<file path="src/rtl/core/tsst_pkg.sv">
// Shared types and codes of the TCP session state table.
package tsst_pkg;

  // Request codes carried in the func field.
  localparam logic [2:0] F_TX_ACCEPT = 3'd0;
  localparam logic [2:0] F_TX_STREAM = 3'd1;
  localparam logic [2:0] F_RX        = 3'd2;
  localparam logic [2:0] F_CLOSE     = 3'd3;
  localparam logic [2:0] F_IDLE      = 3'd4;

  // Result kinds.
  localparam logic [2:0] K_ACCEPT  = 3'd0;
  localparam logic [2:0] K_STREAM  = 3'd1;
  localparam logic [2:0] K_RX      = 3'd2;
  localparam logic [2:0] K_RELEASE = 3'd3;
  localparam logic [2:0] K_REFUSED = 3'd4;

  // Connection state meaning the session is closed.
  localparam logic [3:0] CLOSED = 4'd0;

  // One request as it sits in the input register.
  typedef struct packed {
    logic [2:0] func;
    logic [9:0] session_id;
    logic       is_write;
    logic [3:0] new_state;
  } req_t;

  // Table access and result decided for one request.
  typedef struct packed {
    logic       emit;
    logic [2:0] kind;
    logic [9:0] session;
    logic       rd;
    logic       wr;
    logic [3:0] wdata;
  } acc_t;

endpackage

</file>
<file path="src/rtl/core/tsst_lock.sv">
// Session locks, parked accesses and the per-request access decision.
module tsst_lock
  import tsst_pkg::*;
#(
  parameter int AW = 10
) (
  input  logic          clk,
  input  logic          rst,
  input  logic          step,
  input  req_t          req,
  input  logic [AW-1:0] req_slot,
  output acc_t          acc,
  output logic [AW-1:0] acc_slot
);

  // Lock registers.
  logic       rx_locked;
  logic [9:0] rx_lock_session;
  logic       tx_locked;
  logic [9:0] tx_lock_session;

  // Parked accesses, one per source.
  logic          tx_parked;
  logic [9:0]    tx_pq_session;
  logic [AW-1:0] tx_pq_slot;
  logic          tx_pq_write;
  logic [3:0]    tx_pq_state;
  logic          rx_parked;
  logic [9:0]    rx_pq_session;
  logic [AW-1:0] rx_pq_slot;
  logic          rx_pq_write;
  logic [3:0]    rx_pq_state;
  logic          close_parked;
  logic [9:0]    close_pq_session;
  logic [AW-1:0] close_pq_slot;

  // Decision outputs.
  logic          park_tx, park_rx, park_close;
  logic          unpark_tx, unpark_rx, unpark_close;
  logic          do_tx, do_rx, do_close;
  logic          lock_tx, unlock_tx, lock_rx, unlock_rx;
  logic [9:0]    op_session;
  logic [AW-1:0] op_slot;
  logic          op_write;
  logic [3:0]    op_state;

  // Choose what the request does, then carry out the chosen access.
  always_comb begin
    park_tx      = 1'b0;
    park_rx      = 1'b0;
    park_close   = 1'b0;
    unpark_tx    = 1'b0;
    unpark_rx    = 1'b0;
    unpark_close = 1'b0;
    do_tx        = 1'b0;
    do_rx        = 1'b0;
    do_close     = 1'b0;
    lock_tx      = 1'b0;
    unlock_tx    = 1'b0;
    lock_rx      = 1'b0;
    unlock_rx    = 1'b0;
    op_session   = req.session_id;
    op_slot      = req_slot;
    op_write     = req.is_write;
    op_state     = req.new_state;
    acc          = '0;
    acc.session  = req.session_id;
    case (req.func)
      F_TX_ACCEPT: begin
        if (tx_parked) begin
          acc.emit = 1'b1;
          acc.kind = K_REFUSED;
        end else if (rx_locked && req.session_id == rx_lock_session) begin
          park_tx = 1'b1;
        end else begin
          do_tx = 1'b1;
        end
      end
      F_TX_STREAM: begin
        acc.emit = 1'b1;
        acc.kind = K_STREAM;
        acc.rd   = 1'b1;
      end
      F_RX: begin
        if (rx_parked) begin
          acc.emit = 1'b1;
          acc.kind = K_REFUSED;
        end else if (tx_locked && req.session_id == tx_lock_session) begin
          park_rx = 1'b1;
        end else begin
          do_rx = 1'b1;
        end
      end
      F_CLOSE: begin
        if (close_parked) begin
          acc.emit = 1'b1;
          acc.kind = K_REFUSED;
        end else if ((rx_locked && req.session_id == rx_lock_session) ||
                     (tx_locked && req.session_id == tx_lock_session)) begin
          park_close = 1'b1;
        end else begin
          do_close = 1'b1;
        end
      end
      F_IDLE: begin
        // Only the first parked access is retried.
        if (tx_parked) begin
          op_session = tx_pq_session;
          op_slot    = tx_pq_slot;
          op_write   = tx_pq_write;
          op_state   = tx_pq_state;
          if (!(rx_locked && tx_pq_session == rx_lock_session)) begin
            unpark_tx = 1'b1;
            do_tx     = 1'b1;
          end
        end else if (rx_parked) begin
          op_session = rx_pq_session;
          op_slot    = rx_pq_slot;
          op_write   = rx_pq_write;
          op_state   = rx_pq_state;
          if (!(tx_locked && rx_pq_session == tx_lock_session)) begin
            unpark_rx = 1'b1;
            do_rx     = 1'b1;
          end
        end else if (close_parked) begin
          op_session = close_pq_session;
          op_slot    = close_pq_slot;
          if (!((rx_locked && close_pq_session == rx_lock_session) ||
                (tx_locked && close_pq_session == tx_lock_session))) begin
            unpark_close = 1'b1;
            do_close     = 1'b1;
          end
        end
      end
      default: begin
        acc.emit = 1'b0;
      end
    endcase

    // Carry out an unblocked access.
    if (do_tx) begin
      acc.session = op_session;
      if (op_write) begin
        acc.wr    = 1'b1;
        acc.wdata = op_state;
        unlock_tx = 1'b1;
      end else begin
        acc.emit = 1'b1;
        acc.kind = K_ACCEPT;
        acc.rd   = 1'b1;
        lock_tx  = 1'b1;
      end
    end
    if (do_rx) begin
      acc.session = op_session;
      if (op_write) begin
        acc.wr    = 1'b1;
        acc.wdata = op_state;
        unlock_rx = 1'b1;
        if (op_state == CLOSED) begin
          acc.emit = 1'b1;
          acc.kind = K_RELEASE;
        end
      end else begin
        acc.emit = 1'b1;
        acc.kind = K_RX;
        acc.rd   = 1'b1;
        lock_rx  = 1'b1;
      end
    end
    if (do_close) begin
      acc.session = op_session;
      acc.wr      = 1'b1;
      acc.wdata   = CLOSED;
      acc.emit    = 1'b1;
      acc.kind    = K_RELEASE;
    end
    acc_slot = op_slot;
  end

  // Lock and park flags.
  always_ff @(posedge clk) begin
    if (rst) begin
      rx_locked       <= 1'b0;
      rx_lock_session <= '0;
      tx_locked       <= 1'b0;
      tx_lock_session <= '0;
      tx_parked       <= 1'b0;
      rx_parked       <= 1'b0;
      close_parked    <= 1'b0;
    end else if (step) begin
      if (lock_tx) begin
        tx_locked       <= 1'b1;
        tx_lock_session <= op_session;
      end else if (unlock_tx) begin
        tx_locked <= 1'b0;
      end
      if (lock_rx) begin
        rx_locked       <= 1'b1;
        rx_lock_session <= op_session;
      end else if (unlock_rx) begin
        rx_locked <= 1'b0;
      end
      if (park_tx) begin
        tx_parked <= 1'b1;
      end else if (unpark_tx) begin
        tx_parked <= 1'b0;
      end
      if (park_rx) begin
        rx_parked <= 1'b1;
      end else if (unpark_rx) begin
        rx_parked <= 1'b0;
      end
      if (park_close) begin
        close_parked <= 1'b1;
      end else if (unpark_close) begin
        close_parked <= 1'b0;
      end
    end
  end

  // Parked request contents; only read while the matching flag is set.
  always_ff @(posedge clk) begin
    if (step && park_tx) begin
      tx_pq_session <= req.session_id;
      tx_pq_slot    <= req_slot;
      tx_pq_write   <= req.is_write;
      tx_pq_state   <= req.new_state;
    end
    if (step && park_rx) begin
      rx_pq_session <= req.session_id;
      rx_pq_slot    <= req_slot;
      rx_pq_write   <= req.is_write;
      rx_pq_state   <= req.new_state;
    end
    if (step && park_close) begin
      close_pq_session <= req.session_id;
      close_pq_slot    <= req_slot;
    end
  end

  // A read always comes with a result.
  assert property (@(posedge clk) disable iff (rst) step && acc.rd |-> acc.emit)
    else $error("table read without a result");

  // A refused request leaves the table alone.
  assert property (@(posedge clk) disable iff (rst)
    step && acc.emit && acc.kind == K_REFUSED |-> !acc.rd && !acc.wr)
    else $error("refused request touched the table");

  // A tx source that has parked an access cannot park a second one.
  assert property (@(posedge clk) disable iff (rst)
    tx_parked && step |-> !park_tx)
    else $error("second tx access parked");

endmodule

</file>
<file path="config.mk">
export PLATFORM = sky130hd
export DESIGN_NAME = tsst_lock
export DESIGN_NICKNAME = d
export VERILOG_FILES = /design/src/rtl/core/tsst_pkg.sv /design/src/rtl/core/tsst_lock.sv
export SDC_FILE = /design/constraint.sdc
export NUM_CORES = 1
export LEC_CHECK = 0
export BUFFER_PORTS_ARGS = -buffer_cell sky130_fd_sc_hd__clkbuf_2
export CORE_UTILIZATION = 45
export CTS_BUF_LIST = sky130_fd_sc_hd__clkbuf_8 sky130_fd_sc_hd__clkbuf_16
export DETAILED_ROUTE_END_ITERATION = 10
export GPL_ROUTABILITY_DRIVEN = 1
export PLACE_DENSITY = 0.72
export REMOVE_ABC_BUFFERS = 1
export SYNTH_ARGS = -nofsm -noshare
export SYNTH_HDL_FRONTEND = slang
export SYNTH_SLANG_ARGS = --single-unit
</file>
<file path="constraint.sdc">
create_clock -name clk -period 10.15 [get_ports clk]
set_clock_uncertainty 0.2 [all_clocks]
set_input_delay 1.5225 -clock clk [delete_from_list [all_inputs] [get_ports clk]]
set_output_delay 1.5225 -clock clk [all_outputs]
set_load 0.05 [all_outputs]
</file>
Yosys cells after proc, flatten, opt, wreduce, memory -nomap -nowiden
Index checks and enable logic that the tools add are counted.
Storage, ports and cells
  register bits after elaboration: 95
  output and inout bits: 30
Cells by class
  eq/ne operators: 10
  muxes and demuxes: 77
  reduce and logical (&&, ||, !) cells: 25
Operators with widths (number)
  10-bit 2-to-1 mux: 8
  10-bit equality test: 6
  1-bit 2-to-1 mux: 49
  20-bit 2-to-1 mux: 2
  4-bit 2-to-1 mux: 9
  5-bit 2-to-1 mux: 3
  14-bit 2-to-1 mux: 1
  2-bit AND reduction: 7
  3-bit one-hot mux with 4 select lines: 1
  2-bit nonzero test: 5
  1-bit logical AND: 9
  3-bit by 2-bit equality test with 1-bit output, second input constant: 2
  1-bit one-hot mux with 2 select lines: 3
  4-bit logical NOT: 1
  1-bit one-hot mux with 4 select lines: 1
  3-bit by 1-bit equality test with 1-bit output, second input constant: 1
  3-bit equality test, second input constant: 1
  3-bit logical NOT: 1
  1-bit logical OR: 2

Logic depth before layout (Yosys ltp)
  depth in word-level cells: 10
  gate-level depth with buffers: 9
  depth with buffers taken out: 7

Least setup slack after synthesis
No wires, ideal clock.
  path kind: input to output
  start point: in req[17] in the netlist's numbering
  end point: out acc[0] in the netlist's numbering
  data arrival time: 4028 ps
  setup slack: 4400 ps
  cell stages on the path: 8
  cell sequence: buf_4 nor3b_4 and3_1 o31a_2 o21ba_4 o211a_2 nand2b_1 a211oi_1
RTL lines
  from (decl): line tsst_lock.sv:10  | input req_t req,
  to (decl): line tsst_lock.sv:12  | output acc_t acc,

==> impl_metrics.ini <==
[layout]
finalNetCount = 489
drive_gt1_share_pct = 19.9
antenna_cells = 0
final_area_um2 = 5300
area_delta_synth_final_pct = 13.3
final_util_pct = 53.4
final_cells = 596

[timing]
worst_slack_ns = 3.89
fin_hold_ws_ns = 0.372
fin_crit_ns = 6.26
setup_viol = 0
rsz0062_at_grt = false
worst_pin_slew_ns = 0.947
finalCritPeriodShare_pct = 61.7
hold_viol = 0
drv_slew = 0
relSlewSlack_pct = 36.9
fmax_ghz = 0.160
fin_tns_setup_ns = 0

[critical_path]
r2r-end = rx_lock_session[5]
worst_ep_required_time_ns = 8.43
start_kind = input pin
arrival_ns = 4.54
worst_path_largest_cell_delay_ns = 0.85
crit_path_end_kind = output port
path_class = input pin to output port
rrSetupSlack_ns = 7.04
path_max_fanout = 21
r2r-start = rx_parked
ff2ff_path_depth = 6
worstPathCellList = clkbuf_2 -> nor3b_4 -> and3_1 -> o31a_2 -> o21ba_4 -> o211a_2 -> nand2_2 -> mux2_1 -> clkbuf_2
cpMostUsedCell = clkbuf_2
cp_slowest_cell = and3_1

[min_path]
hold_start = tx_lock_session[0]
hold-path-cell-count = 2
min_path_type = flip-flop to flip-flop
hold_end = tx_lock_session[0]

[global_route]
gr-total-overflow = 0
antenna_found_initial = 0
grt_pass1_vias = 3502
grt_pass1_wl_um = 18200
gr-usage-all-layers_pct = 21.7
grt_max_degree = 27

[die]
die_h_um = 104
dieArea_um2 = 10800
coreArea_um2 = 9910
ioPinCount = 61
rows = 36
initial_core_util_pct = 47.2
die_w_um = 104

[clock_network]
h-tree-depth = 3
clk_latency_ns = 0.37
cts_hold_buf = 0
cts_root_buf = clkbuf_8
numCtsBuffers = 9
cts-resized-gates = 0
cts_buffer_depth = 2
cts_sinks = 95
cts_tree = done
cts_setup_buffers = 0
clk_pin_slew_worst_paths_ns = 0.09

[logic_synthesis]
synth_edf_count = 70
synth_ff_type = edfxtp_1
ys_seq_area_share_pct = 55.7
ys_warn_count = 0
syn-instance-count = 402
netlist_area_um2 = 4670
avgSynthCellArea_um2 = 11.6
ys_async_sr_fraction_pct = 0
synth_cell_types = 49
ys_ff_latch = 95

[route]
wl_per_cell_um = 18.9
vias = 3535
vias_per_cell = 5.93
drcViolationCount = 0
drt_iter0_drc = 206
antenna_left = 0
wl_um = 11300
drtPass1Iterations = 5

[power]
total_power_mw = 0.750
peakVddDrop_uv = 114
power.density_nw_per_um2 = 142
cellLeakagePower_nw = 1.81

[placement]
placed_area_um2 = 5110
port_buffers = 60
place_worst_setup_slack_ns = 3.87
routabilityCongestion = 0.918
dpl.hpwl_um = 7580
dpl.cell_count = 580

[run]
max_cap_violations = 0

[run_status]
outcome = completed
critical path, delay by kind of cell:
family	cells	cell delay (ns)
compound gates	3	0.63
buf+inv	2	0.41
mux	1	0.38
simple gates	3	1.57
registers in the layout (all words and copies together), names as in the netlist:
register	count
close_parked	1
close_pq_session	10
close_pq_slot	10
rx_lock_session	10
rx_locked	1
rx_parked	1
rx_pq_session	10
rx_pq_slot	10
rx_pq_state	4
rx_pq_write	1
tx_lock_session	10
tx_locked	1
tx_parked	1
tx_pq_session	10
tx_pq_slot	10
tx_pq_state	4
tx_pq_write	1
where the power goes:
group / switching (mW) / leakage, nW / internal [mW]
Combinational: 0.0617 / 0.879 / 0.0276
Sequential: 0.00331 / 0.831 / 0.417
Clock: 0.145 / 0.0961 / 0.0948
logic make-up after synthesis:
group / share of synthesized area, %
mux: 4.79
compound gates: 14.0
simple gates: 12.1
xor+xnor: 11.2
buf+inv: 2.14
flops: 55.7
Yosys cell counts, drive strengths merged, types with 2 or more instances:
| cell | n | area (um^2) |
|---|---|---|
| buf | 7 | 40.0 |
| dfxtp | 25 | 500 |
| inv | 4 | 15.0 |
| a221oi | 3 | 26.3 |
| nand4 | 13 | 81.3 |
| a31oi | 3 | 18.8 |
| o21ai | 8 | 40.0 |
| o22ai | 2 | 12.5 |
| nor2b | 3 | 18.8 |
| nor3b | 3 | 33.8 |
| nand2 | 29 | 111 |
| or3b | 2 | 17.5 |
| clkbuf | 12 | 45.0 |
| a311oi | 10 | 87.6 |
| a21oi | 7 | 35.0 |
| or3 | 2 | 17.5 |
| o41ai | 2 | 17.5 |
| xnor2 | 60 | 526 |
| edfxtp | 70 | 2100 |
| a22oi | 41 | 308 |
| mux2 | 11 | 124 |
| o31ai | 3 | 22.5 |
| mux2i | 10 | 100 |
| o31a | 3 | 27.5 |
| nand3 | 12 | 60.1 |
| nor3 | 6 | 30.0 |
| nor2 | 39 | 146 |
how the worst max path moves through the flow:
| stage | startpoint | to |
|---|---|---|
| floorplan | req[15] | acc[0] |
| global placement | req[17] | acc[9] |
| detailed placement | req[17] | acc[8] |
| CTS | req[17] | acc[8] |
| global route | req[17] | acc[8] |
| finish | req[17] | acc[8] |
metal layers:
| metal | part of all wire, % | GRT usage [%] |
|---|---|---|
| met4 | 1.7 | 6.84 |
| met1 | 44 | 28.9 |
| met3 | 6.8 | 5.20 |
| met5 | 0 | 0 |
| met2 | 48 | 34.9 |
cell usage in the layout (no fill, tap or decap), drive strengths merged, types with 2 or more instances in the layout:
master / n
edfxtp: 70
clkbuf: 69
xnor2: 60
a22oi: 41
nor2: 39
nand2: 29
dfxtp: 25
nand4: 13
nand3: 12
mux2: 11
mux2i: 10
a311oi: 10
inv: 9
o21ai: 8
a21oi: 7
nor3: 6
buf: 4
nor2b: 3
a31oi: 3
a221oi: 3
o31a: 3
o31ai: 3
nor3b: 3
o22ai: 2
o41ai: 2
or3: 2
or3b: 2
clkinv: 2
final cells by class:
class	instances	area (um^2)
fill	906	4610
sequential	95	2600
multi-input combinational	284	2000
timing repair buffer	64	330
tap	133	166
clock buffer	9	124
clock inverter	7	61.3
inverter	4	15.0
Power figures use the tool's default switching activity.
